[config.mk]
export PLATFORM = sky130hd
export DESIGN_NAME = source_line_code_detector
export DESIGN_NICKNAME = d
export VERILOG_FILES = /design/src/hdl/slcd_pkg.sv /design/src/hdl/slcd_window.sv /design/src/hdl/slcd_lexer.sv /design/src/hdl/source_line_code_detector.sv
export SDC_FILE = /design/constraint.sdc
export NUM_CORES = 1
export LEC_CHECK = 0
export ABC_AREA = 0
export BUFFER_PORTS_ARGS = -buffer_cell sky130_fd_sc_hd__buf_4
export CAP_MARGIN = 30
export CORE_MARGIN = 1
export CORE_UTILIZATION = 50
export DETAILED_ROUTE_END_ITERATION = 7
export PLACE_DENSITY = 0.63
export RECOVER_POWER = 100
export SKIP_CTS_REPAIR_TIMING = 1
export SYNTH_ARGS = -nofsm -noshare
export SYNTH_HDL_FRONTEND = slang
export SYNTH_SLANG_ARGS = --single-unit
[constraint.sdc]
create_clock -name clk -period 4.9 [get_ports clk]
set_input_delay 0.49 -clock clk [delete_from_list [all_inputs] [get_ports clk]]
set_output_delay 0.49 -clock clk [all_outputs]
set_load 0.01 [all_outputs]
[src/hdl/slcd_pkg.sv]
`timescale 1ns / 1ps
`default_nettype none

package slcd_pkg;

  // Defaults and fixed field widths.
  localparam int MAX_DELIM_DEF = 16;
  localparam int LINE_W        = 24;
  localparam int CFG_W         = 24;
  localparam logic [LINE_W-1:0] LINE_MAX = '1;

  // Configuration register indexes.
  localparam logic REG_SYNTAX = 1'b0;
  localparam logic REG_TARGET = 1'b1;

  // Syntax modes.
  typedef enum logic [1:0] {
    SYN_C    = 2'd0,
    SYN_HASH = 2'd1,
    SYN_PY   = 2'd2,
    SYN_LUA  = 2'd3
  } syntax_t;

  // Lexer states.
  typedef enum logic [2:0] {
    LX_CODE   = 3'd0,
    LX_LINE   = 3'd1,
    LX_BLOCK  = 3'd2,
    LX_STR    = 3'd3,
    LX_RAW    = 3'd4,
    LX_TRIPLE = 3'd5,
    LX_LONG   = 3'd6,
    LX_DELIM  = 3'd7
  } lex_mode_t;

  // One byte to examine together with its lookahead.
  typedef struct packed {
    logic [7:0] c;
    logic [7:0] la0;
    logic [7:0] la1;
    logic [7:0] la2;
    logic [1:0] avail;
  } step_t;

  // Step control from the window to the lexer.
  typedef struct packed {
    logic fire;
    logic finish;
  } step_ctl_t;

  localparam logic [7:0] CH_NL    = 8'h0A;
  localparam logic [7:0] CH_TAB   = 8'h09;
  localparam logic [7:0] CH_VT    = 8'h0B;
  localparam logic [7:0] CH_FF    = 8'h0C;
  localparam logic [7:0] CH_CR    = 8'h0D;
  localparam logic [7:0] CH_SP    = 8'h20;
  localparam logic [7:0] CH_DQ    = 8'h22;
  localparam logic [7:0] CH_HASH  = 8'h23;
  localparam logic [7:0] CH_SQ    = 8'h27;
  localparam logic [7:0] CH_LP    = 8'h28;
  localparam logic [7:0] CH_RP    = 8'h29;
  localparam logic [7:0] CH_STAR  = 8'h2A;
  localparam logic [7:0] CH_COMMA = 8'h2C;
  localparam logic [7:0] CH_DASH  = 8'h2D;
  localparam logic [7:0] CH_SLASH = 8'h2F;
  localparam logic [7:0] CH_8     = 8'h38;
  localparam logic [7:0] CH_SEMI  = 8'h3B;
  localparam logic [7:0] CH_L     = 8'h4C;
  localparam logic [7:0] CH_R     = 8'h52;
  localparam logic [7:0] CH_U     = 8'h55;
  localparam logic [7:0] CH_LB    = 8'h5B;
  localparam logic [7:0] CH_BS    = 8'h5C;
  localparam logic [7:0] CH_RB    = 8'h5D;
  localparam logic [7:0] CH_US    = 8'h5F;
  localparam logic [7:0] CH_LU    = 8'h75;
  localparam logic [7:0] CH_LC    = 8'h7B;
  localparam logic [7:0] CH_RC    = 8'h7D;

  function automatic logic is_ws(input logic [7:0] c);
    return c == CH_SP || c == CH_TAB || c == CH_NL || c == CH_VT ||
           c == CH_FF || c == CH_CR;
  endfunction

  function automatic logic is_ident(input logic [7:0] c);
    return (c >= 8'h30 && c <= 8'h39) || (c >= 8'h41 && c <= 8'h5A) ||
           (c >= 8'h61 && c <= 8'h7A) || c == CH_US;
  endfunction

endpackage

`default_nettype wire

[src/hdl/slcd_window.sv]
`timescale 1ns / 1ps
`default_nettype none

module slcd_window (
  input  wire logic           clk,
  input  wire logic           rst_n,
  input  wire logic           push,
  input  wire logic           push_last,
  input  wire logic [7:0]     push_ch,
  input  wire logic           out_free,
  output slcd_pkg::step_t     step,
  output slcd_pkg::step_ctl_t ctl,
  output logic                busy
);
  import slcd_pkg::*;

  logic [7:0] buf_r [4];
  logic [7:0] buf_nxt [4];
  logic [2:0] cnt_r, cnt_nxt;
  logic       drain_r, drain_nxt;
  logic       pop, finish;
  logic [2:0] wr_pos;

  // The head is examined once three bytes follow it, or while draining.
  assign finish = drain_r && cnt_r == 3'd1 && out_free;
  assign pop    = cnt_r == 3'd4 || (drain_r && cnt_r > 3'd1) || finish;
  assign busy   = drain_r;

  assign step.c     = buf_r[0];
  assign step.la0   = buf_r[1];
  assign step.la1   = buf_r[2];
  assign step.la2   = buf_r[3];
  assign step.avail = 2'(cnt_r - 3'd1);
  assign ctl.fire   = pop;
  assign ctl.finish = finish;

  // Shift out the head, append the new beat; empty slots read as zero.
  always_comb begin
    buf_nxt = buf_r;
    cnt_nxt = cnt_r;
    if (pop) begin
      buf_nxt[0] = buf_r[1];
      buf_nxt[1] = buf_r[2];
      buf_nxt[2] = buf_r[3];
      buf_nxt[3] = 8'h00;
      cnt_nxt    = cnt_r - 3'd1;
    end
    wr_pos = cnt_nxt;
    if (push) begin
      buf_nxt[wr_pos[1:0]] = push_ch;
      cnt_nxt = cnt_nxt + 3'd1;
    end
    drain_nxt = drain_r;
    if (push && push_last) begin
      drain_nxt = 1'b1;
    end else if (finish) begin
      drain_nxt = 1'b0;
    end
  end

  always_ff @(posedge clk) begin
    if (!rst_n) begin
      cnt_r   <= '0;
      drain_r <= 1'b0;
      for (int i = 0; i < 4; i++) buf_r[i] <= 8'h00;
    end else begin
      cnt_r   <= cnt_nxt;
      drain_r <= drain_nxt;
      buf_r   <= buf_nxt;
    end
  end

  // Checks on the window bookkeeping.
  a_cnt_range: assert property (@(posedge clk) disable iff (!rst_n) cnt_r <= 3'd4)
    else $error("window count out of range");
  a_drain_nonempty: assert property (@(posedge clk) disable iff (!rst_n)
    drain_r |-> cnt_r != 3'd0)
    else $error("draining with an empty window");
  a_finish_clears: assert property (@(posedge clk) disable iff (!rst_n)
    finish |=> cnt_r == 3'd0 && !drain_r)
    else $error("window not empty after finish");

endmodule

`default_nettype wire

[src/hdl/slcd_lexer.sv]
`timescale 1ns / 1ps
`default_nettype none

module slcd_lexer #(
  parameter int MAX_DELIM = slcd_pkg::MAX_DELIM_DEF
) (
  input  wire logic                        clk,
  input  wire logic                        rst_n,
  input  wire logic [1:0]                  syntax_mode,
  input  wire logic [slcd_pkg::LINE_W-1:0] target_line,
  input  wire slcd_pkg::step_t             step,
  input  wire slcd_pkg::step_ctl_t         ctl,
  output logic                             found_nxt
);
  import slcd_pkg::*;

  localparam int DW = $clog2(MAX_DELIM + 4);
  localparam int AW = (MAX_DELIM > 1) ? $clog2(MAX_DELIM) : 1;
  localparam logic [DW-1:0] DMAX = DW'(MAX_DELIM);

  lex_mode_t         mode_r, mode_nxt, mode_e;
  logic [LINE_W-1:0] line_r, line_nxt;
  logic              found_r;
  logic [7:0]        oq_r, oq_nxt;
  logic [7:0]        dc_r [MAX_DELIM];
  logic [DW-1:0]     dl_r, dl_nxt, tp_r, tp_nxt, tp_m1;
  logic [7:0]        rc_r [3];
  logic [7:0]        rc_nxt [3];
  logic [2:0]        run_r, run_nxt;
  logic [1:0]        skip_r, skip_nxt;
  logic              dc_we;
  logic [7:0]        c, n, tch;
  logic              q, stop, glue, raw_pre;
  logic [DW:0]       tp_inc;

  assign c     = step.c;
  assign n     = (step.avail >= 2'd1) ? step.la0 : 8'h00;
  assign q     = c == CH_DQ || c == CH_SQ;
  assign tp_m1 = tp_r - DW'(1);

  // Next byte of the raw string terminator.
  always_comb begin
    if (tp_r == '0) begin
      tch = CH_RP;
    end else if (tp_r <= dl_r && tp_m1 < DMAX) begin
      tch = dc_r[tp_m1[AW-1:0]];
    end else begin
      tch = CH_DQ;
    end
  end

  // Raw string prefix: R, LR, uR, UR or u8R right before the quote.
  always_comb begin
    raw_pre = 1'b0;
    if (rc_r[0] == CH_R) begin
      case (run_r)
        3'd1:    raw_pre = 1'b1;
        3'd2:    raw_pre = rc_r[1] == CH_L || rc_r[1] == CH_LU || rc_r[1] == CH_U;
        3'd3:    raw_pre = rc_r[1] == CH_8 && rc_r[2] == CH_LU;
        default: raw_pre = 1'b0;
      endcase
    end
  end

  // Bytes that do not count as code.
  always_comb begin
    glue = is_ws(c) || c == CH_COMMA || c == CH_SEMI || c == CH_LP || c == CH_RP ||
           c == CH_LC || c == CH_RC || c == CH_LB || c == CH_RB || c == CH_DQ ||
           c == CH_SQ || c == CH_BS;
    if ((syntax_mode == SYN_HASH || syntax_mode == SYN_PY) && c == CH_HASH) glue = 1'b1;
    if (syntax_mode == SYN_LUA && c == CH_DASH) glue = 1'b1;
    if (syntax_mode == SYN_C && c == CH_SLASH && (n == CH_SLASH || n == CH_STAR)) begin
      glue = 1'b1;
    end
  end

  // One lexer step for the head byte.
  always_comb begin
    mode_nxt  = mode_r;
    line_nxt  = line_r;
    found_nxt = found_r;
    oq_nxt    = oq_r;
    dl_nxt    = dl_r;
    tp_nxt    = tp_r;
    skip_nxt  = skip_r;
    dc_we     = 1'b0;
    stop      = 1'b0;
    mode_e    = mode_r;
    tp_inc    = {1'b0, tp_r} + (DW+1)'(1);
    rc_nxt    = rc_r;
    run_nxt   = run_r;
    if (ctl.fire) begin
      rc_nxt[2] = rc_r[1];
      rc_nxt[1] = rc_r[0];
      rc_nxt[0] = c;
      run_nxt   = is_ident(c) ? ((run_r < 3'd7) ? run_r + 3'd1 : 3'd7) : 3'd0;
      if (skip_r != 2'd0) begin
        skip_nxt = skip_r - 2'd1;
        if (c == CH_NL && line_r != LINE_MAX) line_nxt = line_r + LINE_W'(1);
      end else begin
        // Raw string delimiter collection.
        if (mode_r == LX_DELIM) begin
          if (dl_r <= DMAX && c == CH_LP) begin
            mode_nxt = LX_RAW;
            tp_nxt   = '0;
            stop     = 1'b1;
          end else if (dl_r <= DMAX && c != CH_RP && c != CH_BS && c != CH_DQ &&
                       !is_ws(c)) begin
            dc_we  = dl_r < DMAX;
            dl_nxt = dl_r + DW'(1);
            stop   = 1'b1;
          end else begin
            mode_e = LX_STR;
            oq_nxt = CH_DQ;
          end
        end
        if (!stop) begin
          mode_nxt = mode_e;
          if (target_line != '0 && line_r == target_line && mode_e == LX_CODE && !glue) begin
            found_nxt = 1'b1;
          end
          if (c == CH_NL) begin
            if (mode_e == LX_LINE) mode_nxt = LX_CODE;
            if (mode_e == LX_RAW) tp_nxt = '0;
            if (line_r != LINE_MAX) line_nxt = line_r + LINE_W'(1);
          end else begin
            case (mode_e)
              LX_CODE: begin
                if (syntax_mode == SYN_HASH || syntax_mode == SYN_PY) begin
                  if (c == CH_HASH) begin
                    mode_nxt = LX_LINE;
                  end else if (syntax_mode == SYN_PY && q && step.avail >= 2'd2 &&
                               step.la0 == c && step.la1 == c) begin
                    oq_nxt   = c;
                    mode_nxt = LX_TRIPLE;
                    skip_nxt = 2'd2;
                  end else if (q) begin
                    oq_nxt   = c;
                    mode_nxt = LX_STR;
                  end
                end else if (syntax_mode == SYN_LUA) begin
                  if (c == CH_DASH && n == CH_DASH) begin
                    if (step.avail == 2'd3 && step.la1 == CH_LB && step.la2 == CH_LB) begin
                      mode_nxt = LX_LONG;
                      skip_nxt = 2'd3;
                    end else begin
                      mode_nxt = LX_LINE;
                      skip_nxt = 2'd1;
                    end
                  end else if (c == CH_LB && n == CH_LB) begin
                    mode_nxt = LX_LONG;
                    skip_nxt = 2'd1;
                  end else if (q) begin
                    oq_nxt   = c;
                    mode_nxt = LX_STR;
                  end
                end else begin
                  if (c == CH_SLASH && n == CH_SLASH) begin
                    mode_nxt = LX_LINE;
                    skip_nxt = 2'd1;
                  end else if (c == CH_SLASH && n == CH_STAR) begin
                    mode_nxt = LX_BLOCK;
                    skip_nxt = 2'd1;
                  end else if (c == CH_DQ && raw_pre) begin
                    mode_nxt = LX_DELIM;
                    dl_nxt   = '0;
                  end else if (q) begin
                    oq_nxt   = c;
                    mode_nxt = LX_STR;
                  end
                end
              end
              LX_BLOCK: begin
                if (c == CH_STAR && n == CH_SLASH) begin
                  mode_nxt = LX_CODE;
                  skip_nxt = 2'd1;
                end
              end
              LX_STR: begin
                if (c == CH_BS) begin
                  skip_nxt = 2'd1;
                end else if (c == oq_r) begin
                  mode_nxt = LX_CODE;
                end
              end
              LX_RAW: begin
                if (c == tch) begin
                  tp_nxt = tp_inc[DW-1:0];
                  if (tp_inc >= {1'b0, dl_r} + (DW+1)'(2)) begin
                    mode_nxt = LX_CODE;
                    tp_nxt   = '0;
                  end
                end else begin
                  tp_nxt = (c == CH_RP) ? DW'(1) : '0;
                end
              end
              LX_TRIPLE: begin
                if (c == oq_r && step.avail >= 2'd2 && step.la0 == oq_r &&
                    step.la1 == oq_r) begin
                  mode_nxt = LX_CODE;
                  skip_nxt = 2'd2;
                end
              end
              LX_LONG: begin
                if (c == CH_RB && n == CH_RB) begin
                  mode_nxt = LX_CODE;
                  skip_nxt = 2'd1;
                end
              end
              default: begin
              end
            endcase
          end
        end
      end
    end
  end

  // Lexer state; a finished text returns it to the reset state.
  always_ff @(posedge clk) begin
    if (!rst_n || ctl.finish) begin
      mode_r  <= LX_CODE;
      line_r  <= LINE_W'(1);
      found_r <= 1'b0;
      oq_r    <= 8'h00;
      dl_r    <= '0;
      tp_r    <= '0;
      run_r   <= 3'd0;
      skip_r  <= 2'd0;
      for (int i = 0; i < 3; i++) rc_r[i] <= 8'h00;
    end else begin
      mode_r  <= mode_nxt;
      line_r  <= line_nxt;
      found_r <= found_nxt;
      oq_r    <= oq_nxt;
      dl_r    <= dl_nxt;
      tp_r    <= tp_nxt;
      run_r   <= run_nxt;
      skip_r  <= skip_nxt;
      rc_r    <= rc_nxt;
    end
  end

  // Delimiter store; entries are only read after they are written.
  always_ff @(posedge clk) begin
    if (dc_we) dc_r[dl_r[AW-1:0]] <= c;
  end

  // Lexer consistency checks.
  a_line_nonzero: assert property (@(posedge clk) disable iff (!rst_n) line_r != '0)
    else $error("line number reached zero");
  a_raw_len: assert property (@(posedge clk) disable iff (!rst_n)
    mode_r == LX_RAW |-> dl_r <= DMAX)
    else $error("raw string with oversized delimiter");
  a_found_sticky: assert property (@(posedge clk) disable iff (!rst_n)
    found_r && !ctl.finish |=> found_r)
    else $error("code flag dropped within a text");

endmodule

`default_nettype wire

[src/hdl/source_line_code_detector.sv]
// Source line code detector.
// Input channel: one source byte per beat (in_ch) with in_last on the final
// byte of a text. Result channel: one beat per text carrying out_has_code,
// which is 1 when the target line holds code outside comments and strings,
// or when target_line is 0. Configuration: cfg_wr_en writes cfg_wdata to
// register cfg_index (0 syntax mode, 1 target line). Write only while the
// block is idle; the block does not enforce this. Throughput: one byte per
// cycle unless stalled. Each byte is examined three bytes after it arrives,
// by a single-step lexer fed from a four-entry window. After the last byte
// in_stall is high while the window drains one byte per cycle; the final
// examination loads the result register. The next text can start right
// away. A held result (out_stall high) only delays that final examination;
// the input side keeps stalling until the result register is free.
// Reset (rst_n low at a clock edge) clears the lexer, the window, the result
// valid and the registers (C-style syntax, target line 0).
`timescale 1ns / 1ps
`default_nettype none

module source_line_code_detector #(
  parameter int MAX_DELIM = slcd_pkg::MAX_DELIM_DEF
) (
  input  wire logic                       clk,
  input  wire logic                       rst_n,
  input  wire logic                       in_valid,
  output logic                            in_stall,
  input  wire logic [7:0]                 in_ch,
  input  wire logic                       in_last,
  output logic                            out_valid,
  input  wire logic                       out_stall,
  output logic                            out_has_code,
  input  wire logic                       cfg_wr_en,
  input  wire logic                       cfg_index,
  input  wire logic [slcd_pkg::CFG_W-1:0] cfg_wdata
);
  import slcd_pkg::*;

  logic [1:0]        syntax_r;
  logic [LINE_W-1:0] target_r;
  logic              out_valid_r, has_code_r;
  logic              out_free, busy, found_nxt;
  step_t             step;
  step_ctl_t         ctl;

  assign out_free     = !out_valid_r || !out_stall;
  assign in_stall     = busy;
  assign out_valid    = out_valid_r;
  assign out_has_code = has_code_r;

  // Configuration registers.
  always_ff @(posedge clk) begin
    if (!rst_n) begin
      syntax_r <= SYN_C;
      target_r <= '0;
    end else if (cfg_wr_en) begin
      case (cfg_index)
        REG_SYNTAX: syntax_r <= cfg_wdata[1:0];
        REG_TARGET: target_r <= cfg_wdata[LINE_W-1:0];
        default: begin
        end
      endcase
    end
  end

  slcd_window u_window (
    .clk      (clk),
    .rst_n    (rst_n),
    .push     (in_valid && !busy),
    .push_last(in_last),
    .push_ch  (in_ch),
    .out_free (out_free),
    .step     (step),
    .ctl      (ctl),
    .busy     (busy)
  );

  slcd_lexer #(.MAX_DELIM(MAX_DELIM)) u_lexer (
    .clk        (clk),
    .rst_n      (rst_n),
    .syntax_mode(syntax_r),
    .target_line(target_r),
    .step       (step),
    .ctl        (ctl),
    .found_nxt  (found_nxt)
  );

  // Result register.
  always_ff @(posedge clk) begin
    if (!rst_n) begin
      out_valid_r <= 1'b0;
    end else if (ctl.finish) begin
      out_valid_r <= 1'b1;
    end else if (!out_stall) begin
      out_valid_r <= 1'b0;
    end
  end

  always_ff @(posedge clk) begin
    if (ctl.finish) has_code_r <= target_r == '0 || found_nxt;
  end

endmodule

`default_nettype wire

==> results.sh <==
export IMPL_power_total_mw=6.48
export IMPL_die_area_um2=27600
export IMPL_wl_per_cell_um=20.2
export IMPL_p_int_mw=4.34
export IMPL_finalWirelength_mm=33.9
export IMPL_seqCellArea_um2=6640
export IMPL_synth_main_ff_cell="dfxtp_1"
export IMPL_cts_root_buf="clkbuf_16"
export IMPL_crit_family="simple AND/OR/NAND/NOR gates"
export IMPL_fin_nets=1396
export IMPL_routed_via_density=5.91
export IMPL_synth_simple_area_share_pct=19.7
export IMPL_layout_min_cycle_time_ns=4.17
export IMPL_num_vias=9936
export IMPL_design_core_area_um2=26200
export IMPL_power_switching_mw=2.14
export IMPL_grt_overflow=0
export IMPL_skew_ns=0.0191
export IMPL_tritoncts="done"
export IMPL_cap_viol_max_count=1
export IMPL_rsz0062_at_grt="no"
export IMPL_final_hold_viol_count=0
export IMPL_synth_xor_area_share_pct=4.48
export IMPL_cts_buffer_depth=3
export IMPL_combPwrFrac_pct=22.8
export IMPL_fp_row_count=59
export IMPL_gr_usage_all_layers_pct=24.3
export IMPL_worstPathArrival_ns=4.57
export IMPL_placed_area_um2=14000
export IMPL_fillCellCount=2251
export IMPL_slew_violations=46
export IMPL_final_antenna_net_count=0
export IMPL_portBuffers=41
export IMPL_drcViolationCount=0
export IMPL_status="complete, but fails checks"
export IMPL_pwr_share_clk_pct=33.3
export IMPL_syn_nets=1376
export IMPL_setup_viol=0
export IMPL_synth_fa_ha_area_share_pct=3.25
export IMPL_final_common_cell="nand2_1"
export IMPL_antenna_found_initial=0
export IMPL_sw_frac_of_total_pct=33.1
export IMPL_cts_sinks=267
export IMPL_cts_htree_levels=1
export IMPL_path_class="reg -> reg"
export IMPL_start_util_pct=51.4
export IMPL_power_frac_seq_pct=43.9
export IMPL_multiInputGateArea_um2=6330
export IMPL_ys_warn_count=0
export IMPL_critPathSlowestCell="nor4_1"
export IMPL_synth_edf_count=129
export IMPL_hold_path_class="in -> reg"
export IMPL_setup_tns_ns=0
export IMPL_dp_hpwl_mm=23.5
export IMPL_pin_count=42
export IMPL_cp_start_kind="flip-flop"
export IMPL_tightestPinTransition_ns=2.12
export IMPL_gp_congestion=0.932
export IMPL_synthToLayoutAreaGrowth_pct=10.5
export IMPL_die_w_um=166
export IMPL_fmax_mhz=240
export IMPL_synth_compound_area_share_pct=12.4
export IMPL_grt_first_pass_wirelength_mm=53.4
export IMPL_fin_area_um2=14900
export IMPL_crit_chain="clkbuf_1 -> nor4_1 -> o21ai_0 -> nor4b_1 -> and2b_1 -> and3_1 -> xnor2_1 -> nor2_1"
export IMPL_synthArstFlopShare_pct=0
export IMPL_final_layout_size_suffix_gt1_share_pct=10.2
export IMPL_slowest_delay_ns=1.13
export IMPL_crit_path_end_kind="flip-flop"
export IMPL_leakage_nw=5.50
export IMPL_relSlewSlack_pct=-41.4
export IMPL_antenna_cells=0
export IMPL_synthCells=1302
export IMPL_avgSynthCellArea_um2=10.3
export IMPL_critPathBufInv=1
export IMPL_required_ns=5.31
export IMPL_first_pass_iters=5
export IMPL_die_y_um=166
export IMPL_final_cell_mix="nand2_1 (216), dfxtp_1 (137), edfxtp_1 (129)"
export IMPL_violations="max-capacitance violations, max-slew violations"
export IMPL_p_per_area_nw_per_um2=435
export IMPL_grt_pass1_vias=9490
export IMPL_muxShareOfSynthArea_pct=7.46
export IMPL_peakVddDrop_mv=0.330
export IMPL_ys_types=89
export IMPL_worstSkewPairLatency_ns=0.55
export IMPL_crit_fanout=22
export IMPL_grt_max_degree=66
export IMPL_clk_pin_slew_ns=0.06
export IMPL_drt_initial_drc_count=684
export IMPL_synth_top_family_by_area="simple AND/OR/NAND/NOR gates"
export IMPL_ys_ff_latch=267
export IMPL_ys_seq_area_share_pct=49.3
export IMPL_numCtsBuffers=29
export IMPL_syn_area_um2=13500
export IMPL_post_route_period_util_pct=85.0
cell type report:
class                      instances  share of cell area, %
sequential                       267                   44.6
tap                              335                   2.82
inverter                          38                  0.959
clock inverter                    21                   1.26
multi-input combinational        925                   42.6
clock buffer                      33                   5.05
timing repair buffer              61                   2.73
flip-flops by register name, summed over array words and instances (netlist names):
register,count
target_r,24
out_valid,1
u_lexer.line_r,24
u_lexer.skip_r,2
syntax_r,2
out_has_code,1
u_lexer.found_r,1
u_window.step,32
u_lexer.tp_r,5
u_window.busy,1
u_lexer.dl_r,5
u_lexer.dc_r,128
u_lexer.mode_r,3
u_lexer.rc_r,24
u_lexer.oq_r,8
u_lexer.run_r,3
u_window.cnt_r,3
synthesized netlist by cell type, types with 6 or more instances:
cell type | count | area (um2)
dfxtp_1 | 138 | 2760
nor2b_1 | 11 | 68.8
o21ai_0 | 24 | 120
o22ai_1 | 8 | 50.1
a31oi_1 | 9 | 56.3
o31ai_1 | 8 | 60.1
nor3_1 | 30 | 150
mux4_1 | 12 | 315
nand3_1 | 57 | 285
nand2_1 | 216 | 811
buf_2 | 7 | 35.0
o211ai_1 | 8 | 60.1
edfxtp_1 | 129 | 3870
xnor2_1 | 34 | 298
clkbuf_1 | 51 | 191
nor4_1 | 26 | 163
a211oi_1 | 6 | 45.0
mux2i_1 | 25 | 250
or4_1 | 6 | 45.0
and3_1 | 27 | 169
nor2_1 | 56 | 210
ha_1 | 35 | 438
nand4_1 | 16 | 100
and2_1 | 24 | 150
a21oi_1 | 65 | 325
or3_1 | 8 | 50.1
o211a_1 | 24 | 240
buf_1 | 7 | 26.3
inv_1 | 37 | 139
xor2_1 | 33 | 289
a21boi_0 | 35 | 263
mux4_2 | 19 | 428
nand2b_1 | 10 | 62.6
worst register-to-register path, delay by kind of cell, from the launching register on:
family | cells | cell delay [ns]
XOR/XNOR | 1 | 0.11
flip-flops | 1 | 0.46
buffers and inverters | 1 | 0.61
AO/OA/AOI/OAI | 1 | 0.41
AND/OR/NAND/NOR | 5 | 2.43
routing by layer:
metal	wire length, um	up-vias	GRT usage [%]	part of all wire [%]
li1	-	4809	-	-
met1	15600	4780	34.0	46
met2	15900	301	40.6	47
met3	1830	46	3.00	5.4
met4	572	0	5.36	1.7
met5	0	-	0	0
worst paths after layout:
check | cells after the start | end | slack [ns] | from
worst max register to register | 8 | u_lexer.line_r[21] | 0.73 | u_window.step[30]
worst max-delay path | 8 | u_lexer.line_r[21] | 0.73 | u_window.step[30]
worst min register to register | 2 | u_lexer.rc_r[1] | 0.45 | u_lexer.rc_r[1]
worst min-delay path | 3 | target_r[22] | 0.20 | cfg_wdata[22]
logic make-up (layout without fill, tap and decap cells):
group,Yosys count,in the layout
AO/OA/AOI/OAI,238,238
XOR/XNOR,68,68
adder cells (fa/ha/maj),35,35
buffers and inverters,110,153
flip-flops,267,267
multiplexers,57,57
AND/OR/NAND/NOR,527,527
power groups by stage:
stage	logic, mW	clock network [mW]	registers [mW]
detailed placement	1.49	0	2.88
floorplan	1.09	0	2.77
global placement	1.47	0	2.88
CTS	1.50	2.19	2.84
finish	1.48	2.15	2.84
global route	1.63	2.29	2.87
per-stage QoR:
| step | std cells | setup slack, ns | utilization [%] | hold WS, ns |
|---|---|---|---|---|
| 6_report | 1680 | 0.734 | 56.8 | 0.205 |
| 5_1_grt | 1680 | 0.457 | 56.8 | 0.200 |
| 4_1_cts | 1679 | 1.02 | 57.1 | 0.181 |
| 3_5_place_dp | 1625 | 1.04 | 53.5 | 0.445 |
| 3_3_place_gp | 1625 | 1.14 | 53.5 | 0.435 |
| 2_1_floorplan | 1302 | 1.55 | - | 0.427 |
No activity file was read; power rests on OpenSTA's default activity.
